File: src/rtl/core/dfrd_pkg.sv
// Package for the display frame receive and decode block.
// Holds the frame geometry, the decode constants and the types shared by
// the decode logic and the top level. Depends on nothing.
`default_nettype none

package dfrd_pkg;

   localparam int FRAME_LEN = 13;
   localparam int COUNT_W   = $clog2(FRAME_LEN);

   localparam logic [7:0]  END_MARK    = 8'h0E;
   localparam logic [15:0] MASK_RESET  = 16'h47FE;
   localparam logic [6:0]  SPEED_BASE  = 7'd10;
   localparam logic [2:0]  WALK_LEVEL  = 3'd6;

   typedef logic [FRAME_LEN-1:0][7:0] frame_type;

   typedef struct packed {
      logic       frame_ok;
      logic       light_on;
      logic [2:0] assist_level;
      logic       walk_mode;
      logic [6:0] max_speed;
      logic [4:0] wheel_size;
      logic [7:0] pas_p1;
      logic [4:0] p_bits;
      logic [7:0] p5;
      logic [5:0] c1_c2_bits;
      logic [8:0] c4_c14_c5;
      logic [6:0] c13_c12;
   } rsp_type;

endpackage

`default_nettype wire

File: src/rtl/core/dfrd_decode.sv
// Frame check and field decode for the display frame receiver.
// Purely combinational; uses the frame and result types of dfrd_pkg.
`default_nettype none

module dfrd_decode (
   input  wire dfrd_pkg::frame_type frame,
   input  wire logic [15:0]         accept_mask,
   output dfrd_pkg::rsp_type        result
);
   import dfrd_pkg::*;

   logic [7:0] check_value;
   logic       check_ok;
   logic [5:0] speed_code;

   // The XOR of every byte but the check byte, XORed with the check byte,
   // is the XOR of the whole frame.
   always_comb begin
      check_value = '0;
      for (int i = 0; i < FRAME_LEN; i++) begin
         check_value = check_value ^ frame[i];
      end
   end

   assign check_ok   = (check_value[7:4] == 4'd0) && accept_mask[check_value[3:0]];
   assign speed_code = {frame[4][5], frame[2][7:3]};

   always_comb begin
      result = '0;
      if (check_ok) begin
         result.frame_ok     = 1'b1;
         result.light_on     = frame[1][7];
         result.assist_level = frame[1][2:0];
         result.walk_mode    = (frame[1][2:0] == WALK_LEVEL);
         result.max_speed    = SPEED_BASE + {1'b0, speed_code};
         result.wheel_size   = {frame[2][2:0], frame[4][7:6]};
         result.pas_p1       = frame[3];
         result.p_bits       = frame[4][4:0];
         result.p5           = frame[0];
         result.c1_c2_bits   = frame[6][5:0];
         result.c4_c14_c5    = {frame[8][7:5], frame[7][6:5], frame[7][3:0]};
         result.c13_c12      = {frame[10][4:2], frame[9][3:0]};
      end
   end

endmodule

`default_nettype wire

File: src/rtl/core/display_frame_receive_decode_top.sv
// Top level of the display frame receiver: frame store, byte counter,
// end-of-frame pending flag and result register. Uses dfrd_pkg and dfrd_decode.
//
// Usage: each request on the req_ channel carries one received byte. The
// byte is written into a 13-byte frame store at the current position. A
// frame ends after 13 bytes or at a 0x0E byte; the store is not cleared,
// so a short frame reuses older bytes at the positions it did not reach.
// At a frame end one result is produced on the rsp_ channel, with frame_ok
// set when the XOR over the frame has a zero upper nibble and its low
// nibble selects a set bit of the accept mask. The final byte sets the
// pending flag, from which the result register is loaded once it is free.
// Throughput is one request per cycle while req_stall is low; the only
// limit is the single result register. When the receiver stalls rsp_,
// requests are still taken until a finished frame waits as pending behind
// the full result register; requests are then stalled until the result is
// taken. The csr_ port writes the accept mask and must only be used while
// the block is idle. Synchronous reset clears the frame store and the
// counter, empties the result register and loads the mask with 0x47FE.
`default_nettype none

module display_frame_receive_decode_top (
   input  wire logic        clock,
   input  wire logic        reset,
   input  wire logic        csr_write_enable,
   input  wire logic [15:0] csr_write_data,
   input  wire logic        req_valid,
   output logic             req_stall,
   input  wire logic [7:0]  req_rx_byte,
   output logic             rsp_valid,
   input  wire logic        rsp_stall,
   output logic             rsp_frame_ok,
   output logic             rsp_light_on,
   output logic [2:0]       rsp_assist_level,
   output logic             rsp_walk_mode,
   output logic [6:0]       rsp_max_speed,
   output logic [4:0]       rsp_wheel_size,
   output logic [7:0]       rsp_pas_p1,
   output logic [4:0]       rsp_p_bits,
   output logic [7:0]       rsp_p5,
   output logic [5:0]       rsp_c1_c2_bits,
   output logic [8:0]       rsp_c4_c14_c5,
   output logic [6:0]       rsp_c13_c12
);
   import dfrd_pkg::*;

   frame_type          frame_ff;
   logic [COUNT_W-1:0] count_ff, count_in;
   logic [15:0]        mask_ff;
   logic               pend_ff, pend_in;
   logic               rsp_valid_ff, rsp_valid_in;
   rsp_type            rsp_ff;
   rsp_type            decoded;
   logic               req_take;
   logic               frame_end;
   logic               rsp_free;

   dfrd_decode u_decode (
      .frame       (frame_ff),
      .accept_mask (mask_ff),
      .result      (decoded)
   );

   assign rsp_free  = !rsp_valid_ff || !rsp_stall;
   assign req_stall = pend_ff && !rsp_free;
   assign req_take  = req_valid && !req_stall;
   assign frame_end = (count_ff == COUNT_W'(FRAME_LEN - 1)) || (req_rx_byte == END_MARK);

   always_comb begin
      count_in = count_ff;
      if (req_take) begin
         count_in = frame_end ? '0 : count_ff + COUNT_W'(1);
      end
   end

   always_comb begin
      pend_in = pend_ff;
      if (pend_ff && rsp_free) begin
         pend_in = 1'b0;
      end
      if (req_take && frame_end) begin
         pend_in = 1'b1;
      end
   end

   always_comb begin
      rsp_valid_in = rsp_valid_ff;
      if (rsp_valid_ff && !rsp_stall) begin
         rsp_valid_in = 1'b0;
      end
      if (pend_ff && rsp_free) begin
         rsp_valid_in = 1'b1;
      end
   end

   always_ff @(posedge clock) begin
      if (reset) begin
         frame_ff     <= '0;
         count_ff     <= '0;
         mask_ff      <= MASK_RESET;
         pend_ff      <= 1'b0;
         rsp_valid_ff <= 1'b0;
      end else begin
         if (req_take) begin
            frame_ff[count_ff] <= req_rx_byte;
         end
         if (csr_write_enable) begin
            mask_ff <= csr_write_data;
         end
         count_ff     <= count_in;
         pend_ff      <= pend_in;
         rsp_valid_ff <= rsp_valid_in;
      end
   end

   always_ff @(posedge clock) begin
      if (pend_ff && rsp_free) begin
         rsp_ff <= decoded;
      end
   end

   assign rsp_valid        = rsp_valid_ff;
   assign rsp_frame_ok     = rsp_ff.frame_ok;
   assign rsp_light_on     = rsp_ff.light_on;
   assign rsp_assist_level = rsp_ff.assist_level;
   assign rsp_walk_mode    = rsp_ff.walk_mode;
   assign rsp_max_speed    = rsp_ff.max_speed;
   assign rsp_wheel_size   = rsp_ff.wheel_size;
   assign rsp_pas_p1       = rsp_ff.pas_p1;
   assign rsp_p_bits       = rsp_ff.p_bits;
   assign rsp_p5           = rsp_ff.p5;
   assign rsp_c1_c2_bits   = rsp_ff.c1_c2_bits;
   assign rsp_c4_c14_c5    = rsp_ff.c4_c14_c5;
   assign rsp_c13_c12      = rsp_ff.c13_c12;

   // The store position always stays inside the frame.
   a_count_range: assert property (@(posedge clock) disable iff (reset)
      count_ff < COUNT_W'(FRAME_LEN))
      else $error("frame position out of range");

   // A byte that ends a frame leaves a pending frame behind it.
   a_end_pends: assert property (@(posedge clock) disable iff (reset)
      (req_take && frame_end) |=> pend_ff)
      else $error("frame end did not set the pending flag");

   // A new result only ever comes from a pending frame.
   a_rsp_from_pend: assert property (@(posedge clock) disable iff (reset)
      $rose(rsp_valid_ff) |-> $past(pend_ff))
      else $error("result appeared without a pending frame");

   // A rejected frame carries all-zero fields.
   a_reject_zero: assert property (@(posedge clock) disable iff (reset)
      (rsp_valid_ff && !rsp_ff.frame_ok) |-> (rsp_ff == '0))
      else $error("rejected frame has nonzero fields");

endmodule

`default_nettype wire
File: config.mk
export PLATFORM = sky130hd
export DESIGN_NAME = display_frame_receive_decode_top
export DESIGN_NICKNAME = d
export VERILOG_FILES = /design/src/rtl/core/dfrd_pkg.sv /design/src/rtl/core/dfrd_decode.sv /design/src/rtl/core/display_frame_receive_decode_top.sv
export SDC_FILE = /design/constraint.sdc
export NUM_CORES = 1
export LEC_CHECK = 0
export BUFFER_PORTS_ARGS = -buffer_cell sky130_fd_sc_hd__buf_2
export CAP_MARGIN = 30
export CORE_MARGIN = 1.5
export CORE_UTILIZATION = 51
export DETAILED_ROUTE_END_ITERATION = 7
export PLACE_DENSITY_LB_ADDON = 0.12
export SYNTH_ARGS = -nofsm -noshare
export SYNTH_HDL_FRONTEND = slang
export SYNTH_SLANG_ARGS = --single-unit
File: constraint.sdc
create_clock -name clock -period 8.4 [get_ports clock]
set_input_delay 1.68 -clock clock [delete_from_list [all_inputs] [get_ports clock]]
set_output_delay 1.68 -clock clock [all_outputs]
set_load 0.005 [all_outputs]
# Word-level counts from Yosys, hierarchy flattened
# Cells that the tools add are included.
# word_totals
regBits	187
input_bits	29
output_inout_bits	63
wordCells	76
# op_classes
add_sub_neg	2
n_lt_le_gt_ge	3
eq_ne	3
n_mux	11
bitwise	12
n_reduce_logical	16
# ops
cell	count
$bwmux W104	1
$xor A8 B8 Y8	12
$mux W61	1
$demux W8 S4	1
$lt A4 B5 Y1 const B	2
$eq A8 B4 Y1 const B	1
$mux W8	1
$add A4 B6 Y7 const A	1
$logic_and A1 B1 Y1	7
$mux W1	5
$add A4 B1 Y4 const B	1
$bmux W1 S4	1
$eq A4 B4 Y1 const B	1
$ge A4 B1 Y1 const B	1
$logic_not A1 Y1	4
$logic_not A4 Y1	1
$mux W4	1
$reduce_bool A2 Y1	2
$eq A3 B3 Y1 const B	1
$logic_or A1 B1 Y1	2

# Logic depth before layout (Yosys ltp)
# depth
depth_word	16
depth_mapped	8
ltp_nobuf	6

# By module
# From an unflattened synthesis, not the netlist that was laid out.
# unflattened
cells_unflattened	772
area_unflattened_um2	8663.3
# modules_own_cells
module	instances	cells_per_inst	area_each_um2
display_frame_receive_decode_top	1	611	7103.1
dfrd_decode	1	161	1560.2

# Least setup slack after synthesis
# Ideal clock, no wire load.
# synth_timing
path_type	input -> register
from	input rsp_stall
to	register rsp_ff (netlist bit rsp_assist_level[0]), enable pin
setup_ns	0.573
arrival_ns	6.134
t_required_ns	7.827
path_slack_ns	1.694
cell_stages	1
cell_sequence	a21boi_0
# synth_via
elab_chain_len	3
# synth_rtl
element	line	source
from (decl)	display_frame_receive_decode_top.sv:30	input wire logic rsp_stall,
$logic_not A1 Y1	display_frame_receive_decode_top.sv:63	assign rsp_free = !rsp_valid_ff || !rsp_stall;
$logic_or A1 B1 Y1	display_frame_receive_decode_top.sv:63	
$logic_and A1 B1 Y1	display_frame_receive_decode_top.sv:116	if (pend_ff && rsp_free) begin
to (signal assigned)	display_frame_receive_decode_top.sv:117	rsp_ff <= decoded;
to (decl)	display_frame_receive_decode_top.sv:51	rsp_type rsp_ff;
# No other way between the ends.
# A chain may end at the register's enable or synchronous reset.

# Worst setup path in the final report
# layout_timing
from	input rsp_stall
to	output req_stall
# layout_via
elab_chain_len	4
# layout_rtl
element	line	source
$logic_not A1 Y1	display_frame_receive_decode_top.sv:63	
$logic_or A1 B1 Y1	display_frame_receive_decode_top.sv:63	
$logic_not A1 Y1	display_frame_receive_decode_top.sv:64	assign req_stall = pend_ff && !rsp_free;
$logic_and A1 B1 Y1	display_frame_receive_decode_top.sv:64	
to (decl)	display_frame_receive_decode_top.sv:27	output logic req_stall,
# No other way between the ends.

==> flow_summary.json <==
{
  "core.rowCount": 46,
  "rsz0062_at_grt": "false",
  "wirelength_um": 21600,
  "grt_antenna_before_repair": 0,
  "grt_use_total_pct": 25.8,
  "worstHoldStart": "frame_ff[92]",
  "ys_top_cells_by_area": "dfxtp_1, edfxtp_1, a21oi_1",
  "power_density_nw_per_um2": 208,
  "ff2ff_path_depth": 7,
  "avgRoutedWirePerCell_um": 20.0,
  "die_w_um": 131,
  "maxCapViolations": 0,
  "r2r_slack_ns": 4.74,
  "antenna_left": 0,
  "path_cells": "buf_2 > nand3_1 > inv_1 > buf_2",
  "yosys_warnings": 0,
  "r2r_end": "rsp_pas_p1[0]",
  "setup_violations": 0,
  "start_util_pct": 52.5,
  "clockBufferDepth": 2,
  "relSlewSlack_pct": 42.4,
  "r2r_start": "frame_ff[24]",
  "yosys.area.top_type_share_pct": 30.1,
  "cts.repair.resized": 0,
  "clock-root-buffer": "clkbuf_16",
  "slew_violations": 0,
  "port_buffers": 91,
  "nets": 884,
  "hold_end": "frame_ff[92]",
  "grt_pass1_wl_um": 34100,
  "worstPathArrival_ns": 2.15,
  "synth-edff-count": 61,
  "drc": 0,
  "crit_path_max_fanout": 3,
  "dieArea_um2": 17200,
  "hpwl_um": 13900,
  "synthFlopType": "dfxtp_1",
  "max_freq_mhz": 261,
  "tritoncts": "yes",
  "synthToLayoutAreaGrowth_pct": 14.0,
  "synth-adder-area-share_pct": 0.747,
  "grt-ovfl-total": 0,
  "hold_slack_ns": 0.465,
  "yosys-top-cells-count": "dfxtp_1, nand2_1, a21oi_1",
  "tightest_slew_ns": 0.861,
  "path_clk_slew_ns": 0.07,
  "path_class": "in -> out",
  "cts_buffers": 17,
  "hold_depth": 2,
  "finClkSkew_ns": 0.0117,
  "outcome": "finished, final reports clean",
  "synth_fp_nets": 825,
  "finalCritPeriodShare_pct": 45.6,
  "irDropWorstVdd_mv": 0.146,
  "fin_crit_ns": 3.83,
  "total_leakage_power_nw": 3.60,
  "dr.pass1.iters": 6,
  "fill_cells": 1378,
  "tns_ns": 0,
  "hold_buffers": 0,
  "ios": 92,
  "htreeDepth": 4,
  "synth_area_per_cell_um2": 10.6,
  "gp_congestion": 0.788,
  "syn_area_um2": 8370,
  "critPathLaunchType": "input pin",
  "cp_common_cell": "buf_2",
  "muxShareOfSynthArea_pct": 2.67,
  "clock_sinks": 187,
  "hold_viol": 0,
  "yosysTopAreaCell": "dfxtp_1",
  "ys_seq_area_share_pct": 52.0,
  "synth_xor_area_share_pct": 12.5,
  "syn-instance-count": 791,
  "synthSimpleGateAreaFrac_pct": 20.4,
  "grt_max_degree": 101,
  "ys_types": 37,
  "worstPathRequired_ns": 6.72,
  "cts_setup_buffers": 0,
  "ys_ff_latch": 187,
  "synth_top_family_by_area": "simple AND/OR/NAND/NOR gates",
  "core_area_um2": 15900,
  "critPathSlowestCell": "nand3_1",
  "critPathCaptureType": "primary output",
  "vias_per_cell": 5.80,
  "async_flop_share_pct": 0,
  "antenna_cells": 0,
  "grt_pass1_vias": 6004,
  "first_iter_violations": 630,
  "die_y_um": 131,
  "holdCritPathClass": "reg -> reg",
  "yosysMostFrequentCell": "dfxtp_1",
  "route.vias.total": 6258,
  "synth-compound-area-share_pct": 7.53,
  "drive_gt1_share_pct": 18.2,
  "clk-insertion-delay-late_ns": 0.44,
  "cpPeakStageDelay_ns": 0.13
}
==> per-stage QoR <==
step	cell area (µm²)	power [mW]	utilization, %	setup slack (ns)	cells
6_report	9540	1.99	59.9	4.57	1079
5_1_grt	9540	2.06	59.9	4.50	1079
4_1_cts	9490	1.98	59.5	4.56	1077
3_5_place_dp	8910	1.20	55.9	4.57	1045
3_3_place_gp	8890	1.19	55.8	4.60	1044
2_1_floorplan	8370	1.15	-	1.69	791
==> final cells by class <==
cell class | count | area (µm²) | share of cell area (%)
tap | 216 | 270 | 2.83
inverter | 3 | 11.3 | 0.118
clock buffer | 17 | 425 | 4.46
multi-input combinational | 535 | 3710 | 38.9
clock inverter | 15 | 154 | 1.61
timing repair buffer | 106 | 618 | 6.48
sequential | 187 | 4350 | 45.6
==> flip-flops by register name, indices dropped and copies added, names as in the netlist <==
| signal | count |
|---|---|
| frame_ff | 104 |
| mask_ff | 16 |
| rsp_c4_c14_c5 | 9 |
| rsp_p5 | 8 |
| rsp_pas_p1 | 8 |
| rsp_c13_c12 | 7 |
| rsp_max_speed | 7 |
| rsp_c1_c2_bits | 6 |
| rsp_p_bits | 5 |
| rsp_wheel_size | 5 |
| count_ff | 4 |
| rsp_assist_level | 3 |
| pend_ff | 1 |
| rsp_frame_ok | 1 |
| rsp_light_on | 1 |
| rsp_valid | 1 |
| rsp_walk_mode | 1 |
==> where the power goes <==
group          switching (mW)  total, mW  internal [mW]  leakage, nW
logic                   0.170      0.245         0.0744         1.65
registers              0.0104      0.952          0.942         1.66
clock network           0.372      0.793          0.421        0.286
==> critical path, delay by kind of cell <==
family	cells	cell delay, ns
AND/OR/NAND/NOR	1	0.13
buffers and inverters	3	0.33
==> logic make-up after synthesis <==
family | after synthesis
buffers and inverters | 69
AO/OA/AOI/OAI | 115
flip-flops | 187
AND/OR/NAND/NOR | 319
adder cells (fa/ha/maj) | 5
XOR/XNOR | 79
multiplexers | 17
==> worst max path at each step <==
stage                   start  slack, ns                   to
detailed placement  rsp_stall       4.57            req_stall
finish              rsp_stall       4.57            req_stall
global placement    rsp_stall       4.60            req_stall
global route        rsp_stall       4.50            req_stall
CTS                 rsp_stall       4.56            req_stall
floorplan           rsp_stall       1.69  rsp_assist_level[0]
==> routing by layer <==
metal | share of wire [%] | global-route usage, %
met5 | 0 | 0
met4 | 2.1 | 7.55
met3 | 5.8 | 5.21
met2 | 49 | 43.3
met1 | 43 | 33.8
==> cell usage in the layout (no fill, tap or decap), types with 5 or more instances in the layout <==
| cell | Yosys | final |
|---|---|---|
| dfxtp_1 | 126 | 126 |
| a21oi_1 | 100 | 100 |
| a211o_1 | 11 | 11 |
| nor4b_1 | 52 | 52 |
| mux2i_1 | 13 | 13 |
| ha_1 | 5 | 5 |
| buf_4 | 2 | 13 |
| xnor2_1 | 40 | 40 |
| nor4_1 | 6 | 6 |
| clkbuf_16 | 0 | 17 |
| nand3_1 | 98 | 98 |
| nor2_1 | 23 | 23 |
| nand2_1 | 113 | 113 |
| xor2_1 | 14 | 14 |
| buf_2 | 6 | 90 |
| edfxtp_1 | 61 | 61 |
| nor2b_1 | 11 | 11 |
| xnor3_1 | 22 | 22 |
No activity file was read; power rests on OpenSTA's default activity.
